$ cat config.mk
export PLATFORM = sky130hd
export DESIGN_NAME = gesture_event_qualifier_flat
export DESIGN_NICKNAME = d
export VERILOG_FILES = /design/src/rtl/core/geq_pkg.sv /design/src/rtl/core/geq_ifs.sv /design/src/rtl/core/geq_frame_acc.sv /design/src/rtl/core/geq_timer_ctl.sv /design/src/rtl/core/geq_result_queue.sv /design/src/rtl/core/gesture_event_qualifier.sv /design/src/flat_wrapper.sv
export SDC_FILE = /design/constraint.sdc
export NUM_CORES = 1
export LEC_CHECK = 0
export BUFFER_PORTS_ARGS = -buffer_cell sky130_fd_sc_hd__buf_2
export CAP_MARGIN = 20
export CORE_ASPECT_RATIO = 0.5
export CORE_MARGIN = 3
export CORE_UTILIZATION = 55
export CTS_BUF_LIST = sky130_fd_sc_hd__clkbuf_8 sky130_fd_sc_hd__clkbuf_16
export CTS_CLUSTER_DIAMETER = 60
export CTS_CLUSTER_SIZE = 20
export DETAILED_ROUTE_END_ITERATION = 8
export PLACE_DENSITY = 0.76
export SLEW_MARGIN = 20
export SYNTH_ARGS = -nofsm -noshare
export SYNTH_HDL_FRONTEND = slang
export SYNTH_SLANG_ARGS = --single-unit
$ cat constraint.sdc
create_clock -name clk -period 5.46 [get_ports clk]
set_input_delay 1.638 -clock clk [delete_from_list [all_inputs] [get_ports clk]]
set_output_delay 1.638 -clock clk [all_outputs]
set_load 0.05 [all_outputs]
$ cat src/rtl/core/geq_pkg.sv
// Shared types, constants and register codes of the gesture event qualifier.
package geq_pkg;

  // Field widths fixed by the interface.
  localparam int SAMPLE_W   = 16;
  localparam int SCORE_W    = 16;
  localparam int FRAMES_W   = 8;
  localparam int KIND_W     = 2;
  localparam int TAPS_W     = 2;
  localparam int CFG_IDX_W  = 3;
  localparam int CFG_DATA_W = 16;
  localparam int MAG_W      = SAMPLE_W + 1;

  // Defaults for the top-level parameters.
  localparam int SUM_BITS_DEF  = 32;
  localparam int TAP_LIMIT_DEF = 3;

  // Result queue depth: room for two results of one frame plus slack.
  localparam int QUEUE_DEPTH = 4;

  // Register reset values.
  localparam logic [SCORE_W-1:0]  CIRCLE_THR_RST = 16'd26214;
  localparam logic [SCORE_W-1:0]  PUSH_THR_RST   = 16'd29491;
  localparam logic [FRAMES_W-1:0] TAP_GROUP_RST  = 8'd20;
  localparam logic [FRAMES_W-1:0] DEBOUNCE_RST   = 8'd4;
  localparam logic [FRAMES_W-1:0] SUPPRESS_RST   = 8'd24;

  // Configuration register indexes.
  typedef enum logic [CFG_IDX_W-1:0] {
    REG_CIRCLE_THR = 3'd0,
    REG_PUSH_THR   = 3'd1,
    REG_TAP_GROUP  = 3'd2,
    REG_DEBOUNCE   = 3'd3,
    REG_SUPPRESS   = 3'd4
  } cfg_reg_t;

  // Result kinds.
  typedef enum logic [KIND_W-1:0] {
    KIND_TAP   = 2'd0,
    KIND_UP    = 2'd1,
    KIND_DOWN  = 2'd2
  } event_kind_t;

  typedef struct packed {
    logic [SCORE_W-1:0]  circle_thr;
    logic [SCORE_W-1:0]  push_thr;
    logic [FRAMES_W-1:0] tap_group;
    logic [FRAMES_W-1:0] debounce;
    logic [FRAMES_W-1:0] suppress;
  } cfg_t;

  typedef struct packed {
    event_kind_t       kind;
    logic [TAPS_W-1:0] taps;
    logic              last;
  } result_t;

  // Up to two results produced by one frame end, in delivery order.
  typedef struct packed {
    logic [1:0] count;
    result_t    first;
    result_t    second;
  } result_pair_t;

endpackage

$ cat src/rtl/core/geq_ifs.sv
// Request and result channel interfaces of the gesture event qualifier.
interface geq_sample_if;
  logic                                  valid;
  logic                                  ready;
  logic signed [geq_pkg::SAMPLE_W-1:0]   sample;
  logic                                  frame_end;
  logic        [geq_pkg::SCORE_W-1:0]    circle_grade;
  logic        [geq_pkg::SCORE_W-1:0]    push_grade;

  modport source (output valid, sample, frame_end, circle_grade, push_grade, input ready);
  modport sink   (input valid, sample, frame_end, circle_grade, push_grade, output ready);
endinterface

interface geq_event_if;
  logic                          valid;
  logic                          ready;
  logic [geq_pkg::KIND_W-1:0]    event_kind;
  logic [geq_pkg::TAPS_W-1:0]    tap_total;
  logic                          last_event;

  modport source (output valid, event_kind, tap_total, last_event, input ready);
  modport sink   (input valid, event_kind, tap_total, last_event, output ready);
endinterface

$ cat src/rtl/core/geq_frame_acc.sv
// Frame accumulator: saturating sum of absolute samples and change detection.
module geq_frame_acc #(
  parameter int SUM_BITS = geq_pkg::SUM_BITS_DEF
) (
  input  logic                                clk,
  input  logic                                rst,
  input  logic                                go,
  input  logic signed [geq_pkg::SAMPLE_W-1:0] sample,
  input  logic                                frame_end,
  output logic                                fell
);
  import geq_pkg::*;

  logic [SUM_BITS-1:0] abs_sum;
  logic [SUM_BITS-1:0] previous_sum;
  logic                have_previous;
  logic [MAG_W-1:0]    mag;
  logic [SUM_BITS:0]   sum_wide;
  logic [SUM_BITS-1:0] sum_sat;

  // Magnitude; the most negative sample gives 32768 in the wider word.
  assign mag = sample[SAMPLE_W-1] ? MAG_W'(~{1'b1, sample} + MAG_W'(1))
                                  : {1'b0, sample};

  // Saturating accumulate.
  assign sum_wide = {1'b0, abs_sum} + (SUM_BITS+1)'(mag);
  assign sum_sat  = sum_wide[SUM_BITS] ? '1 : sum_wide[SUM_BITS-1:0];

  // The frame energy fell against the previous frame; the first frame counts as up.
  assign fell = have_previous && (sum_sat < previous_sum);

  always_ff @(posedge clk) begin
    if (rst) begin
      abs_sum       <= '0;
      previous_sum  <= '0;
      have_previous <= 1'b0;
    end else if (go) begin
      if (frame_end) begin
        previous_sum  <= sum_sat;
        have_previous <= 1'b1;
        abs_sum       <= '0;
      end else begin
        abs_sum <= sum_sat;
      end
    end
  end

endmodule

$ cat src/rtl/core/geq_timer_ctl.sv
// Frame timers, tap grouping and swipe qualification at each frame end.
module geq_timer_ctl #(
  parameter int TAP_LIMIT = geq_pkg::TAP_LIMIT_DEF
) (
  input  logic                          clk,
  input  logic                          rst,
  input  logic                          go,
  input  logic                          frame_end,
  input  logic [geq_pkg::SCORE_W-1:0]   circle_grade,
  input  logic [geq_pkg::SCORE_W-1:0]   push_grade,
  input  logic                          fell,
  input  geq_pkg::cfg_t                 cfg,
  output geq_pkg::result_pair_t         pair
);
  import geq_pkg::*;

  localparam logic [TAPS_W-1:0] TAP_MAX = TAPS_W'(TAP_LIMIT);

  logic [TAPS_W-1:0]   tap_count, tap_count_next;
  logic [FRAMES_W-1:0] tap_timer, tap_timer_next;
  logic [FRAMES_W-1:0] debounce_timer, debounce_timer_next;
  logic [FRAMES_W-1:0] suppress_timer, suppress_timer_next;

  logic [FRAMES_W-1:0] tap_dec, deb_dec, sup_dec;
  logic [TAPS_W-1:0]   cnt_mid;
  logic                report, swipe, tap;
  result_t             tap_res, swipe_res;

  // Count the timers down and find an expired tap group.
  always_comb begin
    deb_dec = (debounce_timer != '0) ? debounce_timer - FRAMES_W'(1) : '0;
    sup_dec = (suppress_timer != '0) ? suppress_timer - FRAMES_W'(1) : '0;
    tap_dec = (tap_timer != '0) ? tap_timer - FRAMES_W'(1) : '0;
    report  = (tap_timer != '0) && (tap_dec == '0) && (tap_count != '0);
    cnt_mid = report ? '0 : tap_count;
    swipe   = (circle_grade >= cfg.circle_thr) && (sup_dec == '0);
    tap     = !swipe && (push_grade >= cfg.push_thr) && (deb_dec == '0) && (sup_dec == '0);
  end

  // Next state of the gesture timers.
  always_comb begin
    tap_count_next      = cnt_mid;
    tap_timer_next      = tap_dec;
    debounce_timer_next = deb_dec;
    suppress_timer_next = sup_dec;
    if (swipe) begin
      tap_count_next      = '0;
      tap_timer_next      = '0;
      debounce_timer_next = cfg.debounce;
      suppress_timer_next = cfg.suppress;
    end else if (tap) begin
      tap_count_next      = (cnt_mid < TAP_MAX) ? cnt_mid + TAPS_W'(1) : cnt_mid;
      tap_timer_next      = cfg.tap_group;
      debounce_timer_next = cfg.debounce;
    end
  end

  // Results of this frame: a tap report comes before a swipe.
  always_comb begin
    tap_res.kind   = KIND_TAP;
    tap_res.taps   = tap_count;
    tap_res.last   = !swipe;
    swipe_res.kind = fell ? KIND_DOWN : KIND_UP;
    swipe_res.taps = '0;
    swipe_res.last = 1'b1;
    pair.count     = 2'd0;
    pair.first     = tap_res;
    pair.second    = swipe_res;
    if (go && frame_end) begin
      if (report && swipe) begin
        pair.count = 2'd2;
      end else if (swipe) begin
        pair.count = 2'd1;
        pair.first = swipe_res;
      end else if (report) begin
        pair.count = 2'd1;
      end
    end
  end

  always_ff @(posedge clk) begin
    if (rst) begin
      tap_count      <= '0;
      tap_timer      <= '0;
      debounce_timer <= '0;
      suppress_timer <= '0;
    end else if (go && frame_end) begin
      tap_count      <= tap_count_next;
      tap_timer      <= tap_timer_next;
      debounce_timer <= debounce_timer_next;
      suppress_timer <= suppress_timer_next;
    end
  end

endmodule

$ cat src/rtl/core/geq_result_queue.sv
// Small result queue: up to two results in a cycle, one out while ready.
module geq_result_queue (
  input  logic                  clk,
  input  logic                  rst,
  input  geq_pkg::result_pair_t pair,
  output logic                  space_ok,
  geq_event_if.source           events
);
  import geq_pkg::*;

  localparam int PTR_W = $clog2(QUEUE_DEPTH);
  localparam int CNT_W = $clog2(QUEUE_DEPTH + 1);

  result_t            mem [QUEUE_DEPTH];
  logic [PTR_W-1:0]   wr_ptr;
  logic [PTR_W-1:0]   rd_ptr;
  logic [CNT_W-1:0]   count;
  logic               pop;
  result_t            head;

  // Room for a whole frame's results before a new request is processed.
  assign space_ok = (count <= CNT_W'(QUEUE_DEPTH - 2));
  assign pop      = events.valid && events.ready;
  assign head     = mem[rd_ptr];

  assign events.valid      = (count != '0);
  assign events.event_kind = head.kind;
  assign events.tap_total  = head.taps;
  assign events.last_event = head.last;

  // Storage writes.
  always_ff @(posedge clk) begin
    if (pair.count != 2'd0) begin
      mem[wr_ptr] <= pair.first;
    end
    if (pair.count == 2'd2) begin
      mem[wr_ptr + PTR_W'(1)] <= pair.second;
    end
  end

  // Pointers and fill count.
  always_ff @(posedge clk) begin
    if (rst) begin
      wr_ptr <= '0;
      rd_ptr <= '0;
      count  <= '0;
    end else begin
      wr_ptr <= wr_ptr + PTR_W'(pair.count);
      if (pop) begin
        rd_ptr <= rd_ptr + PTR_W'(1);
      end
      count <= count + CNT_W'(pair.count) - CNT_W'(pop);
    end
  end

endmodule

$ cat src/rtl/core/gesture_event_qualifier.sv
// Top level of the gesture event qualifier: request register, config and datapath.
// The block takes one radar sample request per clock cycle while the queue has
// room and delivers one result per cycle while the result side is ready. A
// request is held in an input register, where the saturating absolute-value
// accumulate and, at frame end, the timer and gesture decisions are made in a
// single pass; results go into a four-entry queue. A frame end can queue two
// results (tap report, then swipe), so the request side pauses only when fewer
// than two queue entries are free, which can only follow a stall on the result
// side. Configuration writes take effect on the next cycle.
module gesture_event_qualifier #(
  parameter int SUM_BITS  = geq_pkg::SUM_BITS_DEF,
  parameter int TAP_LIMIT = geq_pkg::TAP_LIMIT_DEF
) (
  input  logic                             clk,
  input  logic                             rst,
  input  logic                             cfg_wr_en,
  input  logic [geq_pkg::CFG_IDX_W-1:0]    cfg_index,
  input  logic [geq_pkg::CFG_DATA_W-1:0]   cfg_wr_data,
  geq_sample_if.sink                       samples,
  geq_event_if.source                      events
);
  import geq_pkg::*;

  cfg_t                        cfg;
  logic                        stg_valid;
  logic signed [SAMPLE_W-1:0]  stg_sample;
  logic                        stg_frame_end;
  logic [SCORE_W-1:0]          stg_circle;
  logic [SCORE_W-1:0]          stg_push;
  logic                        go;
  logic                        space_ok;
  logic                        fell;
  result_pair_t                pair;

  // Configuration registers; unused indexes are ignored.
  always_ff @(posedge clk) begin
    if (rst) begin
      cfg.circle_thr <= CIRCLE_THR_RST;
      cfg.push_thr   <= PUSH_THR_RST;
      cfg.tap_group  <= TAP_GROUP_RST;
      cfg.debounce   <= DEBOUNCE_RST;
      cfg.suppress   <= SUPPRESS_RST;
    end else if (cfg_wr_en) begin
      unique case (cfg_reg_t'(cfg_index))
        REG_CIRCLE_THR: cfg.circle_thr <= cfg_wr_data;
        REG_PUSH_THR:   cfg.push_thr   <= cfg_wr_data;
        REG_TAP_GROUP:  cfg.tap_group  <= cfg_wr_data[FRAMES_W-1:0];
        REG_DEBOUNCE:   cfg.debounce   <= cfg_wr_data[FRAMES_W-1:0];
        REG_SUPPRESS:   cfg.suppress   <= cfg_wr_data[FRAMES_W-1:0];
        default: ;
      endcase
    end
  end

  // Input register: processed when the queue has room for a frame's results.
  assign go            = stg_valid && space_ok;
  assign samples.ready = !stg_valid || go;

  always_ff @(posedge clk) begin
    if (rst) begin
      stg_valid <= 1'b0;
    end else if (samples.ready) begin
      stg_valid <= samples.valid;
    end
  end

  always_ff @(posedge clk) begin
    if (samples.valid && samples.ready) begin
      stg_sample    <= samples.sample;
      stg_frame_end <= samples.frame_end;
      stg_circle    <= samples.circle_grade;
      stg_push      <= samples.push_grade;
    end
  end

  geq_frame_acc #(
    .SUM_BITS (SUM_BITS)
  ) u_frame_acc (
    .clk       (clk),
    .rst       (rst),
    .go        (go),
    .sample    (stg_sample),
    .frame_end (stg_frame_end),
    .fell      (fell)
  );

  geq_timer_ctl #(
    .TAP_LIMIT (TAP_LIMIT)
  ) u_timer_ctl (
    .clk          (clk),
    .rst          (rst),
    .go           (go),
    .frame_end    (stg_frame_end),
    .circle_grade (stg_circle),
    .push_grade   (stg_push),
    .fell         (fell),
    .cfg          (cfg),
    .pair         (pair)
  );

  geq_result_queue u_result_queue (
    .clk      (clk),
    .rst      (rst),
    .pair     (pair),
    .space_ok (space_ok),
    .events   (events)
  );

endmodule

$ cat src/flat_wrapper.sv
// flat-port wrapper written by rule: the top's interface ports become plain ports
module gesture_event_qualifier_flat import geq_pkg::*;
#(
  parameter int SUM_BITS  = geq_pkg::SUM_BITS_DEF,
  parameter int TAP_LIMIT = geq_pkg::TAP_LIMIT_DEF
)
  (clk, rst, cfg_wr_en, cfg_index, cfg_wr_data, samples_valid, samples_sample, samples_frame_end, samples_circle_grade, samples_push_grade, samples_ready, events_valid, events_event_kind, events_tap_total, events_last_event, events_ready);
  geq_sample_if samples_i ();
  geq_event_if events_i ();
  input  logic clk;
  input  logic rst;
  input  logic cfg_wr_en;
  input  logic [geq_pkg::CFG_IDX_W-1:0] cfg_index;
  input  logic [geq_pkg::CFG_DATA_W-1:0] cfg_wr_data;
  input wire logic [$bits(samples_i.valid)-1:0] samples_valid;
  input wire logic [$bits(samples_i.sample)-1:0] samples_sample;
  input wire logic [$bits(samples_i.frame_end)-1:0] samples_frame_end;
  input wire logic [$bits(samples_i.circle_grade)-1:0] samples_circle_grade;
  input wire logic [$bits(samples_i.push_grade)-1:0] samples_push_grade;
  output wire logic [$bits(samples_i.ready)-1:0] samples_ready;
  output wire logic [$bits(events_i.valid)-1:0] events_valid;
  output wire logic [$bits(events_i.event_kind)-1:0] events_event_kind;
  output wire logic [$bits(events_i.tap_total)-1:0] events_tap_total;
  output wire logic [$bits(events_i.last_event)-1:0] events_last_event;
  input wire logic [$bits(events_i.ready)-1:0] events_ready;
  assign samples_i.valid = samples_valid;
  assign samples_i.sample = samples_sample;
  assign samples_i.frame_end = samples_frame_end;
  assign samples_i.circle_grade = samples_circle_grade;
  assign samples_i.push_grade = samples_push_grade;
  assign samples_ready = samples_i.ready;
  assign events_valid = events_i.valid;
  assign events_event_kind = events_i.event_kind;
  assign events_tap_total = events_i.tap_total;
  assign events_last_event = events_i.last_event;
  assign events_i.ready = events_ready;
  gesture_event_qualifier #(.SUM_BITS(SUM_BITS), .TAP_LIMIT(TAP_LIMIT)) u_core (.clk(clk), .rst(rst), .cfg_wr_en(cfg_wr_en), .cfg_index(cfg_index), .cfg_wr_data(cfg_wr_data), .samples(samples_i), .events(events_i));
endmodule
==> results.json <==
{
  "ios": 80,
  "cts_buffer_depth": 3,
  "ys.flop_type": "dfxtp_1",
  "post-route-util": 0.661,
  "syn_inst": 1371,
  "cts_sinks": 226,
  "endpoint_kind": "register",
  "critical_path_class": "register to register",
  "finalNetCount": 1642,
  "cts_root_buffer": "clkbuf_16",
  "portBuffers": 79,
  "p_per_area_nw_per_um2": 322,
  "pre_cts_slack_ns": -0.313,
  "first_global_vias": 10300,
  "cpPeakStageDelay_ns": 0.43,
  "setup_ws_ns": -0.00643,
  "p_total_mw": 4.48,
  "chipWidth_um": 216,
  "crit_fanout": 8,
  "peakVddDrop_mv": 0.180,
  "final_cell_mix": "186 x nand2_1, 169 x dfxtp_1, 114 x inv_1, 104 x nor2_1, 93 x a21oi_1",
  "period_share": 1.00,
  "gr-total-overflow": 0,
  "relSlewSlack": 0.337,
  "first_pass_iters": 5,
  "synth_edf_count": 57,
  "die_y_um": 111,
  "grt_max_degree": 58,
  "drtIter0Drc": 907,
  "tritoncts": "yes",
  "ys_seq_area_frac": 0.421,
  "cts.clk_slew.worst_paths_ns": 0.09,
  "grt_util_all_layers": 0.247,
  "h-tree-depth": 1,
  "dieArea_sq_um": 23900,
  "fmax_mhz": 183,
  "tightest_slew_ns": 0.991,
  "cap_violations": 0,
  "synth_async_sr_flop_share": 0,
  "synth_seq_cells": 226,
  "antenna_found_initial": 0,
  "hpwlAfterDp_um": 21700,
  "routed_via_density": 5.90,
  "hold_viol_final": 0,
  "clk_latency_ns": 0.50,
  "maxSlewViolCount": 0,
  "layout_commonest_cell": "nand2_1",
  "crit_slowest_cell": "edfxtp_1",
  "wl_per_cell_um": 17.2,
  "dr_total_vias": 10500,
  "avgSynthCellArea_sq_um": 8.82,
  "worst_clock_skew_ns": 0.0103,
  "ys_types": 82,
  "violations": "setup timing",
  "drive_gt1_frac": 0.168,
  "rsz0062_at_grt": "yes",
  "fp-row-count": 37,
  "worstPathArrival_ns": 5.80,
  "core_sq_um": 21100,
  "critical_path_required_ns": 5.79,
  "post-route-drc-count": 0,
  "period_needed_ns": 5.47,
  "wl_um": 30600,
  "grt_first_pass_wirelength_um": 49700,
  "status": "finished with violations",
  "leakage_nw": 5.73,
  "initial_core_util": 0.574,
  "gp_congestion": 0.963,
  "syn-num-nets": 1537,
  "yosysWarningCount": 0,
  "setup_viol": 1,
  "hp-class": "register to register",
  "netlist_area_sq_um": 12100,
  "nFillCells": 1713,
  "areaGrowthSynthToFinish_pct": 15.2,
  "crit_path_start_kind": "register",
  "antenna_left": 0,
  "numCtsBuffers": 15
}
critical path: cells and delay by family, from the launching register on:
family / cells / cell delay (ns)
buffers and inverters: 4 / 0.55
XOR/XNOR: 1 / 0.13
flip-flops: 1 / 0.43
multiplexers: 1 / 0.34
AO/OA/AOI/OAI: 5 / 0.97
adder cells (fa/ha/maj): 2 / 0.65
AND/OR/NAND/NOR: 14 / 2.20
flip-flops by register name (all words and copies together), names as in the netlist, 3 cells and up, named ones only:
| name | flops |
|---|---|
| u_core.u_timer_ctl.tap_timer | 8 |
| u_core.u_result_queue.mem | 20 |
| u_core.stg_push | 16 |
| u_core.u_result_queue.count | 3 |
| u_core.cfg | 56 |
| u_core.u_frame_acc.previous_sum | 32 |
| u_core.stg_sample | 16 |
| u_core.u_timer_ctl.suppress_timer | 8 |
| u_core.stg_circle | 16 |
| u_core.u_frame_acc.abs_sum | 32 |
| u_core.u_timer_ctl.debounce_timer | 8 |
metal layers:
| metal | up-vias | part of all wire | track usage |
|---|---|---|---|
| met4 | 0 | 0.029 | 0.0721 |
| met1 | 4962 | 0.44 | 0.323 |
| met3 | 73 | 0.060 | 0.0408 |
| li1 | 5080 | - | - |
| met5 | - | 0 | 0 |
| met2 | 371 | 0.47 | 0.422 |
kinds of logic (layout without fill, tap and decap cells):
kind of cell    count (synthesis)  count (layout)  share of synthesized area
simple gates                  480             480                      0.187
xor+xnor                       48              48                     0.0348
mux                            26              26                     0.0274
buf+inv                       172             286                     0.0562
flops                         226             226                      0.421
compound gates                325             325                      0.175
fa+ha+maj                      93              93                     0.0975
other cells                     1               2                   0.000310
final timing paths:
| path | from | to | slack [ns] | cells after the start |
|---|---|---|---|---|
| hold reg to reg | u_core.cfg[8]$_SDFFE_PP0P_ | u_core.cfg[8]$_SDFFE_PP0P_ | 0.46 | 2 |
| hold / removal | u_core.cfg[8]$_SDFFE_PP0P_ | u_core.cfg[8]$_SDFFE_PP0P_ | 0.46 | 2 |
| setup reg to reg | u_core.stg_sample[3]$_DFFE_PP_ | u_core.u_result_queue.mem[1][3]$_DFFE_PP_ | -0.006 | 27 |
| setup / recovery | u_core.stg_sample[3]$_DFFE_PP_ | u_core.u_result_queue.mem[1][3]$_DFFE_PP_ | -0.006 | 27 |
per-stage QoR:
stage	setup TNS, ns	hold slack, ns	instance area [sq um]	instances
3_3_place_gp	-0.0506	0.440	13000	1740
6_report	-0.00643	0.460	13900	1778
4_1_cts	-0.00128	0.459	13600	1767
3_5_place_dp	-1.53	0.448	13000	1740
5_1_grt	-1.71	0.479	13900	1777
2_1_floorplan	0	0.420	12100	1371
cell usage after synthesis, drive strengths merged, types with 13 or more instances:
master	n	share of area
o211ai	22	0.014
nand2	196	0.061
o21ai	70	0.029
dfxtp	169	0.28
nor3	28	0.012
a22oi	14	0.0087
a21oi	100	0.043
ha	91	0.094
clkbuf	52	0.016
xnor2	38	0.028
a221oi	16	0.012
and3	16	0.0083
nand2b	13	0.0067
nor2	107	0.034
nor2b	13	0.0067
edfxtp	57	0.14
mux2i	14	0.012
nand3	35	0.014
inv	108	0.034
a211oi	23	0.015
power by group:
| part | switching (mW) | leakage [nW] | internal (mW) |
|---|---|---|---|
| clock network | 0.593 | 0.239 | 0.510 |
| logic | 0.862 | 3.56 | 0.586 |
| registers | 0.0896 | 1.93 | 1.84 |
| total | 1.55 | 5.73 | 2.94 |
repair_timing:
| item | CTS | global route |
|---|---|---|
| buffers inserted | 1 | 11 |
| setup endpoints to repair | 8 | 8 |
| hold buffers | 0 | 0 |
| pin swaps | 3 | 33 |
| gates resized for setup | 12 | 57 |
final cells by class:
type                       count  area (sq um)  share of cell area
tap                          292           365              0.0262
clock buffer                  15           375              0.0269
sequential                   226          5090               0.366
timing repair buffer         151           957              0.0687
clock inverter                11          53.8             0.00386
inverter                     109           409              0.0294
multi-input combinational    973          6670               0.479
antenna                        1          2.50            0.000180
(Power assumes the default switching activity.)
